`src/rtl/core/ostt_pkg.sv`:
```
// Package with the item types, command codes and pipeline control type of the timer bank.
package ostt_pkg;

    localparam int CMD_W     = 2;
    localparam int ID_W      = 4;
    localparam int TICKS_W   = 16;
    localparam int CNT_OUT_W = 5;
    localparam int MASK_W    = 16;
    localparam int ID_SLOTS  = 16;

    localparam logic [CMD_W-1:0] CMD_TICK  = 2'd0;
    localparam logic [CMD_W-1:0] CMD_SET   = 2'd1;
    localparam logic [CMD_W-1:0] CMD_UNSET = 2'd2;

    typedef struct packed {
        logic [CMD_W-1:0]   cmd;
        logic [ID_W-1:0]    timer_id;
        logic [TICKS_W-1:0] ticks;
    } req_t;

    typedef struct packed {
        logic [CNT_OUT_W-1:0] count;
        logic [MASK_W-1:0]    expired_mask;
    } rsp_t;

    typedef struct packed {
        logic adv;
        logic fire;
    } exec_ctrl_t;

endpackage

```
`src/rtl/core/one_shot_tick_timer_bank_unit.sv`:
```
// Top level of the one-shot tick timer bank: handshake, input register and pipeline control.
//
// Usage: each item on the req channel is one command: tick all slots, set (arm) a slot with
// a target tick count, or unset a slot. Every item produces exactly one result item on the
// rsp channel: on a tick, the number of expired slots and their mask; on an unset, 1 if the
// slot was active; on a set or an unknown command, zeros.
// An item is taken when req_valid is high and req_stall is low; a result is taken when
// rsp_valid is high and rsp_stall is low.
// An accepted item passes through the input register, then the execute register, which takes
// the slot update, and then the result register, which holds the count of expired slots;
// rsp_valid rises when the result register is loaded.
// Throughput is one item per cycle when not stalled; all slots update in parallel.
// While rsp_stall holds a waiting result, the pipeline freezes; one more item can still
// be taken into the empty input register before req_stall rises.
// Reset clears all slots to inactive with zero counts and empties the pipeline.
module one_shot_tick_timer_bank_unit #(
    parameter int SLOTS       = 16,
    parameter int COUNT_WIDTH = 16
) (
    input  logic           clk,
    input  logic           rst_n,
    input  logic           req_valid,
    output logic           req_stall,
    input  ostt_pkg::req_t req,
    output logic           rsp_valid,
    input  logic           rsp_stall,
    output ostt_pkg::rsp_t rsp
);

    logic                 adv;
    logic                 accept;
    logic                 v_in_reg;
    logic                 v_in_next;
    logic                 v_ex_reg;
    logic                 v_ex_next;
    logic                 rsp_valid_reg;
    logic                 rsp_valid_next;
    ostt_pkg::req_t       req_reg;
    ostt_pkg::exec_ctrl_t ctrl;
    logic [SLOTS-1:0]     expire;
    logic                 hit;

    // All stages move together whenever the result register is free or being drained.
    assign adv       = !rsp_valid_reg || !rsp_stall;
    assign req_stall = v_in_reg && !adv;
    assign accept    = req_valid && !req_stall;

    assign v_in_next      = accept || (v_in_reg && !adv);
    assign v_ex_next      = adv ? v_in_reg : v_ex_reg;
    assign rsp_valid_next = adv ? v_ex_reg : rsp_valid_reg;

    assign ctrl.adv  = adv;
    assign ctrl.fire = adv && v_in_reg;

    always_ff @(posedge clk or negedge rst_n)
    begin
        if (!rst_n)
        begin
            v_in_reg      <= 1'b0;
            v_ex_reg      <= 1'b0;
            rsp_valid_reg <= 1'b0;
        end
        else
        begin
            v_in_reg      <= v_in_next;
            v_ex_reg      <= v_ex_next;
            rsp_valid_reg <= rsp_valid_next;
        end
    end

    always_ff @(posedge clk)
    begin
        if (accept)
        begin
            req_reg <= req;
        end
    end

    ostt_slot_bank #(
        .SLOTS       (SLOTS),
        .COUNT_WIDTH (COUNT_WIDTH)
    ) u_bank (
        .clk        (clk),
        .rst_n      (rst_n),
        .ctrl       (ctrl),
        .item       (req_reg),
        .expire_reg (expire),
        .hit_reg    (hit)
    );

    ostt_result #(
        .SLOTS (SLOTS)
    ) u_result (
        .clk    (clk),
        .adv    (adv),
        .expire (expire),
        .hit    (hit),
        .rsp    (rsp)
    );

    assign rsp_valid = rsp_valid_reg;

endmodule

```
`src/rtl/core/ostt_slot_bank.sv`:
```
// Slot state of the timer bank with per-slot tick, set and unset logic and the execute register.
module ostt_slot_bank #(
    parameter int SLOTS       = 16,
    parameter int COUNT_WIDTH = 16
) (
    input  logic                 clk,
    input  logic                 rst_n,
    input  ostt_pkg::exec_ctrl_t ctrl,
    input  ostt_pkg::req_t       item,
    output logic [SLOTS-1:0]     expire_reg,
    output logic                 hit_reg
);

    localparam int TW  = (COUNT_WIDTH > ostt_pkg::TICKS_W) ? COUNT_WIDTH : ostt_pkg::TICKS_W;
    localparam int IDW = ostt_pkg::ID_W;
    localparam logic [COUNT_WIDTH-1:0] CNT_MAX = {COUNT_WIDTH{1'b1}};

    logic [TW-1:0]          ticks_ext;
    logic [COUNT_WIDTH-1:0] target_load;
    logic                   do_tick;
    logic                   do_set;
    logic                   do_unset;
    logic [SLOTS-1:0]       expire_next;
    logic [SLOTS-1:0]       hit_vec;

    assign ticks_ext   = TW'(item.ticks);
    assign target_load = (ticks_ext > TW'(CNT_MAX)) ? CNT_MAX : ticks_ext[COUNT_WIDTH-1:0];

    assign do_tick  = ctrl.fire && (item.cmd == ostt_pkg::CMD_TICK);
    assign do_set   = ctrl.fire && (item.cmd == ostt_pkg::CMD_SET);
    assign do_unset = ctrl.fire && (item.cmd == ostt_pkg::CMD_UNSET);

    for (genvar g = 0; g < SLOTS; g++) begin : g_slot
        logic                   sel;
        logic                   armed_reg;
        logic                   armed_next;
        logic [COUNT_WIDTH-1:0] elapsed_reg;
        logic [COUNT_WIDTH-1:0] elapsed_next;
        logic [COUNT_WIDTH-1:0] target_reg;
        logic [COUNT_WIDTH-1:0] target_next;
        logic [COUNT_WIDTH-1:0] inc;
        logic                   exp_bit;
        logic                   hit_bit;

        // Only the first slots can be addressed by the four-bit slot field.
        assign sel = (g < ostt_pkg::ID_SLOTS) && (item.timer_id == IDW'(g));
        assign inc = (elapsed_reg == CNT_MAX) ? elapsed_reg
                                              : elapsed_reg + COUNT_WIDTH'(1);

        always_comb
        begin
            armed_next   = armed_reg;
            elapsed_next = elapsed_reg;
            target_next  = target_reg;
            exp_bit      = 1'b0;
            hit_bit      = 1'b0;
            if (do_tick && armed_reg)
            begin
                elapsed_next = inc;
                if (inc >= target_reg)
                begin
                    armed_next = 1'b0;
                    exp_bit    = 1'b1;
                end
            end
            if (do_set && sel)
            begin
                elapsed_next = '0;
                target_next  = target_load;
                armed_next   = 1'b1;
            end
            if (do_unset && sel)
            begin
                hit_bit    = armed_reg;
                armed_next = 1'b0;
            end
        end

        always_ff @(posedge clk or negedge rst_n)
        begin
            if (!rst_n)
            begin
                armed_reg   <= 1'b0;
                elapsed_reg <= '0;
                target_reg  <= '0;
            end
            else
            begin
                armed_reg   <= armed_next;
                elapsed_reg <= elapsed_next;
                target_reg  <= target_next;
            end
        end

        assign expire_next[g] = exp_bit;
        assign hit_vec[g]     = hit_bit;
    end

    always_ff @(posedge clk)
    begin
        if (ctrl.adv)
        begin
            expire_reg <= expire_next;
            hit_reg    <= |hit_vec;
        end
    end

endmodule

```
`src/rtl/core/ostt_result.sv`:
```
// Result stage of the timer bank: counts expired slots and registers the result item.
module ostt_result #(
    parameter int SLOTS = 16
) (
    input  logic               clk,
    input  logic               adv,
    input  logic [SLOTS-1:0]   expire,
    input  logic               hit,
    output ostt_pkg::rsp_t     rsp
);

    localparam int PW = $clog2(SLOTS + 1);
    localparam int SW = (PW > ostt_pkg::CNT_OUT_W) ? PW : ostt_pkg::CNT_OUT_W;
    localparam int MW = (SLOTS > ostt_pkg::MASK_W) ? SLOTS : ostt_pkg::MASK_W;

    logic [SW-1:0]   sum;
    logic [MW-1:0]   exp_wide;
    ostt_pkg::rsp_t  rsp_reg;
    ostt_pkg::rsp_t  rsp_next;

    always_comb
    begin
        sum = '0;
        for (int i = 0; i < SLOTS; i++)
        begin
            sum = sum + SW'(expire[i]);
        end
    end

    assign exp_wide = MW'(expire);

    // A tick never sets hit and an unset never expires a slot, so the two can be merged.
    always_comb
    begin
        rsp_next.count        = sum[ostt_pkg::CNT_OUT_W-1:0] | ostt_pkg::CNT_OUT_W'(hit);
        rsp_next.expired_mask = exp_wide[ostt_pkg::MASK_W-1:0];
    end

    always_ff @(posedge clk)
    begin
        if (adv)
        begin
            rsp_reg <= rsp_next;
        end
    end

    assign rsp = rsp_reg;

endmodule

```
`config.mk`:
```
export PLATFORM = sky130hd
export DESIGN_NAME = one_shot_tick_timer_bank_unit
export DESIGN_NICKNAME = d
export VERILOG_FILES = /design/src/rtl/core/ostt_pkg.sv /design/src/rtl/core/one_shot_tick_timer_bank_unit.sv /design/src/rtl/core/ostt_slot_bank.sv /design/src/rtl/core/ostt_result.sv
export SDC_FILE = /design/constraint.sdc
export NUM_CORES = 1
export LEC_CHECK = 0
export ABC_AREA = 1
export BUFFER_PORTS_ARGS = -buffer_cell sky130_fd_sc_hd__clkbuf_2
export CAP_MARGIN = 20
export CORE_UTILIZATION = 30
export DETAILED_ROUTE_END_ITERATION = 7
export PLACE_DENSITY_LB_ADDON = 0.25
export SYNTH_ARGS = -nofsm -noshare
export SYNTH_HDL_FRONTEND = slang
export SYNTH_SLANG_ARGS = --single-unit
```
`constraint.sdc`:
```
create_clock -name clk -period 4.2 [get_ports clk]
set_input_delay 1.26 -clock clk [delete_from_list [all_inputs] [get_ports clk]]
set_output_delay 1.26 -clock clk [all_outputs]
set_load 0.005 [all_outputs]
```
* Word level (Yosys, flattened, before mapping)
Index checks and enable logic that the tools add are counted.
** Word-level totals
- Bits in registers :: 591
- Input bits :: 26
- Word-level logic and storage cells :: 427
- Output and inout port bits :: 23
** Cells by class
- Reductions and logical operators :: 127
- Muxes and demuxes :: 145
- $add $sub $neg :: 31
- Bitwise logic cells :: 1
- $lt $le $gt $ge :: 17
- Equal/unequal tests :: 33
** Operators by type and width (number)
- 16-bit 2-to-1 mux :: 49
- 16-bit by 1-bit adder with 16-bit output (second input constant) :: 16
- 16-bit equality test (second input constant) :: 16
- 16-bit greater-or-equal comparator :: 16
- 1-bit 2-to-1 mux :: 96
- 3-bit nonzero test :: 32
- 5-bit by 1-bit adder with 5-bit output :: 14
- 1-bit logical AND :: 54
- 4-bit equality test (second input constant) :: 8
- 2-bit AND reduction :: 16
- 2-bit nonzero test :: 16
- 4-bit by 3-bit equality test with 1-bit output (second input constant) :: 4
- 16-bit > comparator (second input constant) :: 1
- 16-bit OR reduction :: 1
- 4-bit by 2-bit equality test with 1-bit output (second input constant) :: 2
- 5-bit by 1-bit bitwise OR with 5-bit output :: 1
- 4-bit by 1-bit equality test with 1-bit output (second input constant) :: 1
- 1-bit logical NOT :: 4
- 4-bit logical NOT :: 1
- 1-bit by 1-bit adder with 2-bit output :: 1
- 2-bit by 1-bit equality test with 1-bit output (second input constant) :: 1
- 2-bit equality test (second input constant) :: 1
- 2-bit logical NOT :: 1
- 1-bit logical OR :: 2

* Longest topological paths before layout
Gate-level depths: netlist (run 1).
- Depth in word-level cells :: 16
- Gate-level depth with buffers :: 21
- Gate-level depth less buffers :: 21

* Hierarchy
Synthesis (run 1) repeated with hierarchy kept, for this count alone.
** Unflattened totals
- Cell total of the unflattened synthesis :: 4749
- Area, all modules :: 35637.9 um2
** By module, submodules not included
- ostt_slot_bank :: area each 33799.9 um2, instances 1, cells an instance 4637, sequential area each 13723.2 um2
- ostt_result :: area each 1051.0 um2, instances 1, cells an instance 74, sequential area each 630.6 um2
- one_shot_tick_timer_bank_unit :: area each 787.0 um2, instances 1, cells an instance 38, sequential area each 735.7 um2

* Least setup slack after synthesis (run 1)
No wires, ideal clock.
- Path kind :: reg-to-reg
- From :: register u_bank.expire_reg[0]
- To :: register u_result.rsp_reg (netlist bit u_result.rsp[18]) (data pin)
- Data required time :: 3942 ps
- Period minus slack after synthesis :: 3737 ps
- Data arrival time :: 3479 ps
- Setup time :: 258 ps
- Stages on the path, launching flop included :: 10
- Buffers on the path :: 0
- Slack :: 463 ps
- Cell sequence :: edfxtp_1 ha_1 inv_1 fa_1 fa_1 fa_1 fa_1 fa_1 fa_1 xnor2_1
** RTL lines
- start, declared :: RTL line ostt_slot_bank.sv:10 : output logic [SLOTS-1:0] expire_reg,
- start signal, assigned :: RTL line ostt_slot_bank.sv:103 : expire_reg <= expire_next;
- end signal, assigned :: RTL line ostt_result.sv:43 : rsp_reg <= rsp_next;
- end, declared :: RTL line ostt_result.sv:18 : ostt_pkg::rsp_t rsp_reg;

==> results.ini, run 1 <==
[run_status]
outcome=finished clean

[critical_path]
cp_cell_sequence=ha_1 -> inv_1 -> fa_1 -> fa_1 -> fa_1 -> fa_1 -> fa_1 -> fa_1 -> xnor2_1
crit_fanout=2
r2r_slack_ps=350
r2r_end=u_result.rsp[18]
cp_common_cell=fa_1
required_ps=4610
crit_path_end_kind=register
crit_type=reg2reg
r2r_start=u_bank.expire_reg[0]
slowest_delay_ps=540
start_kind=register
critPathSlowestCell=fa_1
cp.arrival_ps=4260
rr_worst_depth=9

[sta]
setup_violations=0
report.final.slew_viol_count=0
fin_tns_setup_ps=0
rsz0062_at_grt=false
slew_headroom_pct=44.81
worst-slew-pin-transition_ps=827.8
skew_ps=33.17
hold_viol_final=0
period_minus_slack_ps=3847
fmax_mhz=259.9
period_share_pct=91.60

[global_route]
grt_use_total_pct=15.99
grt_pass1_vias=28128
grt_max_degree=85
grt_first_pass_wirelength_mm=153.0
antenna_found_initial=7
grt_overflow=0

[cts]
cts_root_buf=clkbuf_16
ctsLongestPathBuffers=3
clkTransAtPathRegs_ps=60
postCtsHoldBufs=0
cts_tree=built
postCtsSetupBuffers=0
cts_buffers=74
clk_latency_ps=660
post_cts_resized=0
clock-sinks=591
h-tree-depth=3

[floorplan]
io_pins=49
rows=126
die_x_um=346.8
die_h_um=346.8
die_area_um2=120200
core-area_um2=117900
start_util_pct=30.24

[yosys]
synth_cells=4696
ys_top_cells_by_area=dfrtp_1 (37%), nand2_1 (16%), ha_1 (9.7%)
ys_types=35
synth.most_common_cell=nand2_1
async_flop_share_pct=89.85
synth_seq_cells=591
synth_area_um2=35660
yosysSeqAreaShare_pct=42.31
yosys_warnings=0
yosys.area.top_type=dfrtp_1
avgSynthCellArea_um2=7.594
syn_nets=5009
synth_edf_count=60
synth_commonest_cells=nand2_1 (1,475), inv_1 (764), dfrtp_1 (531), o21ai_0 (497), ha_1 (277)
synth_ff_type=dfrtp_1
yosys.area.top_type_share_pct=37.26

[detailed_routing]
first_pass_iters=5
postRouteWirelength_mm=95.27
viasPerCell=4.577
vias=29068
post-route-drc-count=0
wl_per_cell_um=15.00
antenna_left=0
first_iter_violations=1970

[cells_and_area]
stdcell_area_um2=40220
synthToLayoutAreaGrowth_pct=12.79
fin_nets=5065
fill_cells=12475
layout-drive-gt1-share_pct=5.508

[place]
portBuffers=48
placed_area_um2=37700
gp_congestion=0.8693
dp_hpwl_mm=65.01

[worst_hold_path]
hold_path_class=reg2reg
min-delay-start=u_bank.expire_reg[12]
min_to=u_result.rsp[12]
hold_depth=0

[flow_run]
cap_violations=0

[power]
p_per_area_nw_per_um2=601.0
fin_total_pwr_mw=24.17
power.leakage_nw=20.11
ir_drop_v=0.0003624

## worst max path at each step
stage                         start          endpoint  slack (ps)  cells after the start
2_1_floorplan  u_bank.expire_reg[0]  u_result.rsp[18]         460                      9
3_3_place_gp   u_bank.expire_reg[0]  u_result.rsp[18]         350                      9
4_1_cts        u_bank.expire_reg[1]  u_result.rsp[18]         340                      9
3_5_place_dp   u_bank.expire_reg[0]  u_result.rsp[18]         340                      9
6_report       u_bank.expire_reg[0]  u_result.rsp[18]         350                      9
5_1_grt        u_bank.expire_reg[0]  u_result.rsp[20]         230                      9
## routing by layer
| layer | up-vias | GRT usage, % | share of wire [%] |
|---|---|---|---|
| met1 | 13572 | 22.05 | 49 |
| met4 | 2 | 4.181 | 2.2 |
| met5 | - | 0 | 0.014 |
| met2 | 400 | 25.73 | 45 |
| met3 | 126 | 2.748 | 4.5 |
| li1 | 14968 | - | - |
## placed cells by master (no fill, tap or decap), types with 20 or more instances in the layout
| master | instances |
|---|---|
| nand4_1 | 49 |
| buf_4 | 29 |
| edfxtp_1 | 60 |
| nor3_1 | 111 |
| nand2_2 | 20 |
| dfrtp_1 | 531 |
| o21ai_0 | 497 |
| inv_1 | 759 |
| nor2_1 | 251 |
| clkbuf_2 | 47 |
| ha_1 | 277 |
| clkbuf_16 | 74 |
| nand3_1 | 133 |
| nand2_1 | 1475 |
| a21oi_1 | 113 |
| xor2_1 | 160 |
| o22ai_1 | 35 |
## kinds of logic after synthesis
group	synth area share, %
buf+inv	9.561
flops	42.31
compound gates	10.07
fa+ha+maj	10.28
xor+xnor	4.028
simple gates	23.74
## power by group
| part | internal (mW) | total, mW | switching (mW) |
|---|---|---|---|
| Clock | 3.92 | 6.66 | 2.74 |
| Combinational | 3.59 | 9.09 | 5.49 |
| Sequential | 7.25 | 8.42 | 1.18 |
## area by class of cell
| class | instances | area (µm²) | area share, % |
|---|---|---|---|
| inverter | 782 | 2935 | 7.298 |
| timing repair buffer | 83 | 588.1 | 1.462 |
| clock buffer | 95 | 2011 | 4.999 |
| clock inverter | 40 | 503.0 | 1.251 |
| tap | 1536 | 1922 | 4.778 |
| sequential | 591 | 15090 | 37.52 |
| multi-input combinational | 3220 | 17160 | 42.67 |
| antenna | 4 | 10.01 | 0.02489 |
## metrics by stage
step	worst slack (ps)	hold WS, ps	cells	util, %
after detailed placement	336.7	435.6	6212	31.97
after global placement	349.7	433.7	6212	31.97
final	352.9	448.6	6351	34.11
after floorplan	462.6	419.8	4696	-
after CTS	340.8	449.6	6347	34.10
after global routing	227.3	457.8	6347	34.10
## worst max-delay path: cells and delay by family (launching register included)
kind	cells	cell delay (ps)
xor gates and xnor gates	1	140
adders and majority gates	7	3030
buffers and inverters	1	60
DFF	1	380
(Power assumes the default switching activity.)
==> run 2: changes to the inputs <==
--- a/config.mk
+++ b/config.mk
@@ -12,2 +12,3 @@
 export DETAILED_ROUTE_END_ITERATION = 7
+export HOLD_SLACK_MARGIN = 0.02
 export PLACE_DENSITY_LB_ADDON = 0.25
==> constraint.sdc (replaced) <==
create_clock -name clk -period 4.2 [get_ports clk]
set_input_delay 0.21 -clock clk [delete_from_list [all_inputs] [get_ports clk]]
set_output_delay 0.21 -clock clk [all_outputs]
set_load 0.005 [all_outputs]
==> run 2 against run 1 <==
  * Worst setup slack worse by 41 ps
  * Clock-buffer cell count grew 5
  * Sequential power about the same
  * Final area is 0.23% higher
  * Die area did not move
  * Cell count up 0.30%
  * Clock power down 3.9%
  * Register-to-register slack got worse by 40 ps
  * Via count grew 0.86%
  * Wire length rose by 0.65%
  * Largest power group unchanged
==> results.ini, run 2 (synthesized netlist as in run 1, its figures left out) <==
[cells_and_area]
layout_commonest_cell=nand2_1  ; unchanged
antenna_cells=0  ; was 4
layout-drive-gt1-share_pct=5.420  ; was 5.508%
synthToLayoutAreaGrowth_pct=13.05  ; was 12.79%
fill_cells=12537  ; was 12,475
fin_nets=5087  ; was 5,065
layout_common_cells=nand2_1 (1,475), inv_1 (760), dfrtp_1 (531)  ; was nand2_1 (1,475), inv_1 (759), dfrtp_1 (531)

[floorplan]
rows=126  ; unchanged
die_x_um=346.8  ; unchanged
die_h_um=346.8  ; unchanged
start_util_pct=30.24  ; unchanged
core-area_um2=117900  ; unchanged
io_pins=49  ; unchanged
die_area_um2=120200  ; unchanged

[global_route]
antenna_found_initial=6  ; was 7
grt_pass1_vias=28624  ; was 28,128
grt_first_pass_wirelength_mm=155.3  ; was 153.0 mm
grt_max_degree=109  ; was 85
grt_use_total_pct=16.17  ; was 15.99%
grt_overflow=0  ; unchanged

[critical_path]
critPathSlowestCell=fa_1  ; unchanged
rr_worst_depth=9  ; unchanged
cp_common_cell=fa_1  ; unchanged
r2r_start=u_bank.expire_reg[0]  ; unchanged
crit_fanout=2  ; unchanged
setup.worst_path.start=u_bank.expire_reg[0]  ; unchanged
r2r_end=u_result.rsp[18]  ; unchanged
cp.arrival_ps=4290  ; was 4260 ps
crit_type=reg2reg  ; unchanged
cp_cell_sequence=ha_1 -> inv_1 -> fa_1 -> fa_1 -> fa_1 -> fa_1 -> fa_1 -> fa_1 -> xnor2_1  ; unchanged
required_ps=4600  ; was 4610 ps
start_kind=register  ; unchanged
cp-endpoint=u_result.rsp[18]  ; unchanged
slowest_delay_ps=540  ; about the same
r2r_slack_ps=310  ; was 350 ps
crit_path_end_kind=register  ; unchanged

[sta]
slew_headroom_pct=27.67  ; was 44.81%
hold_viol_final=0  ; unchanged
worst-slew-pin-transition_ps=1081  ; was 827.8 ps
period_share_pct=92.57  ; was 91.60%
period_minus_slack_ps=3888  ; was 3847 ps
hold_ws_ps=226.4  ; was 448.6 ps
rsz0062_at_grt=false  ; unchanged
fmax_mhz=257.2  ; was 259.9 MHz
fin_tns_setup_ps=0  ; unchanged
report.final.slew_viol_count=0  ; unchanged
skew_ps=27.49  ; was 33.17 ps
setup_violations=0  ; unchanged

[cts]
clock-sinks=591  ; unchanged
cts_root_buf=clkbuf_16  ; unchanged
post_cts_resized=0  ; unchanged
clkTransAtPathRegs_ps=60  ; about the same
postCtsSetupBuffers=0  ; unchanged
cts_buffers=74  ; unchanged
h-tree-depth=3  ; unchanged
cts_tree=built  ; unchanged
clk_latency_ps=650  ; was 660 ps
ctsLongestPathBuffers=3  ; unchanged
postCtsHoldBufs=25  ; was 0

[detailed_routing]
first_pass_iters=5  ; unchanged
antenna_left=0  ; unchanged
post-route-drc-count=0  ; unchanged
viasPerCell=4.603  ; was 4.577
postRouteWirelength_mm=95.88  ; was 95.27 mm
wl_per_cell_um=15.05  ; was 15.00 µm
first_iter_violations=2156  ; was 1,970
vias=29319  ; was 29,068

[power]
p_per_area_nw_per_um2=592.9  ; was 601.0 nW/µm²
power_frac_seq_pct=35.2  ; was 34.9%
power.switching_mw=9.320  ; was 9.408 mW
swShare_pct=39.00  ; was 38.92%
power.internal_mw=14.58  ; was 14.76 mW
ir_drop_v=0.0002446  ; was 0.0003624 V
clkPwrFrac_pct=26.8  ; was 27.6%
comb_power_share_pct=38.0  ; was 37.6%
power.leakage_nw=20.16  ; was 20.11 nW

[run_status]
outcome=finished clean  ; unchanged

[place]
gp_congestion=0.8507  ; was 0.8693
dp_hpwl_mm=65.00  ; was 65.01 mm
portBuffers=48  ; unchanged

[worst_hold_path]
hold_path_class=in2async  ; was reg2reg

[flow_run]
cap_violations=0  ; unchanged

[run 2: cell types whose count changed in the layout (fill, tap and decap cells not counted), sizes merged]
cell	delta
diode	-4
clkbuf	+5
dlygate4sd3	+25
clkinv	-1
bufinv	-5
buf	-3
inv	+2
[run 2: power by group through the flow]
stage	Sequential, mW	Combinational, mW	Clock [mW]
2_1_floorplan	8.16	7.07	0
3_3_place_gp	8.47	8.94	0
3_5_place_dp	8.47	9.14	0
4_1_cts	8.40	9.22	6.60
5_1_grt	8.62	10.8	6.80
6_report	8.41	9.09	6.40
[run 2: critical path, delay by kind of cell (launching register included)]
kind                     cells  cell delay (ps)
adder cells (fa/ha/maj)      7             3030
flip-flops                   1              400
XOR/XNOR                     1              140
buffers and inverters        1               70
[run 2: how the worst min path moves through the flow]
stage / startpoint / end / cells past startpoint
floorplan: rst_n / rsp_valid / 0
global placement: rst_n / u_bank.g_slot[13].target_reg[5] / 1
detailed placement: rst_n / u_bank.g_slot[13].target_reg[5] / 1
CTS: req[1] / req_reg[1] / 2
global route: req[20] / req_reg[20] / 2
finish: rst_n / u_bank.g_slot[13].target_reg[5] / 2
[run 2: layout make-up]
type | count | area [µm²] | area share, %
Timing Repair Buffer | 105 | 790.8 | 1.962
Multi-Input combinational cell | 3220 | 17160 | 42.58
Tap cell | 1536 | 1922 | 4.767
Inverter | 782 | 2935 | 7.281
Clock buffer | 100 | 2103 | 5.217
Clock inverter | 36 | 309.0 | 0.7666
Sequential cell | 591 | 15090 | 37.43
[run 2: through the flow]
| stage | utilization (%) | instances | instance area, µm² | total power [mW] | setup slack, ps |
|---|---|---|---|---|---|
| after detailed placement | 31.93 | 6209 | 37650 | 17.61 | 284.8 |
| after CTS | 34.19 | 6370 | 40310 | 24.23 | 289.9 |
| after global routing | 34.19 | 6370 | 40310 | 26.24 | 190.4 |
| after global placement | 31.93 | 6209 | 37650 | 17.42 | 365.1 |
| final | 34.19 | 6370 | 40310 | 23.90 | 312.2 |
| after floorplan | - | 4696 | 35660 | 15.23 | 462.6 |
[run 2: layer usage]
metal	routed length (µm)	vias to the layer above	GRT usage (%)	part of all wire, %
met5	0	-	0	0
met4	2534	0	4.605	2.6
met3	4527	132	2.732	4.7
met2	43070	490	26.43	45
met1	45750	13674	21.87	48
li1	-	15023	-	-
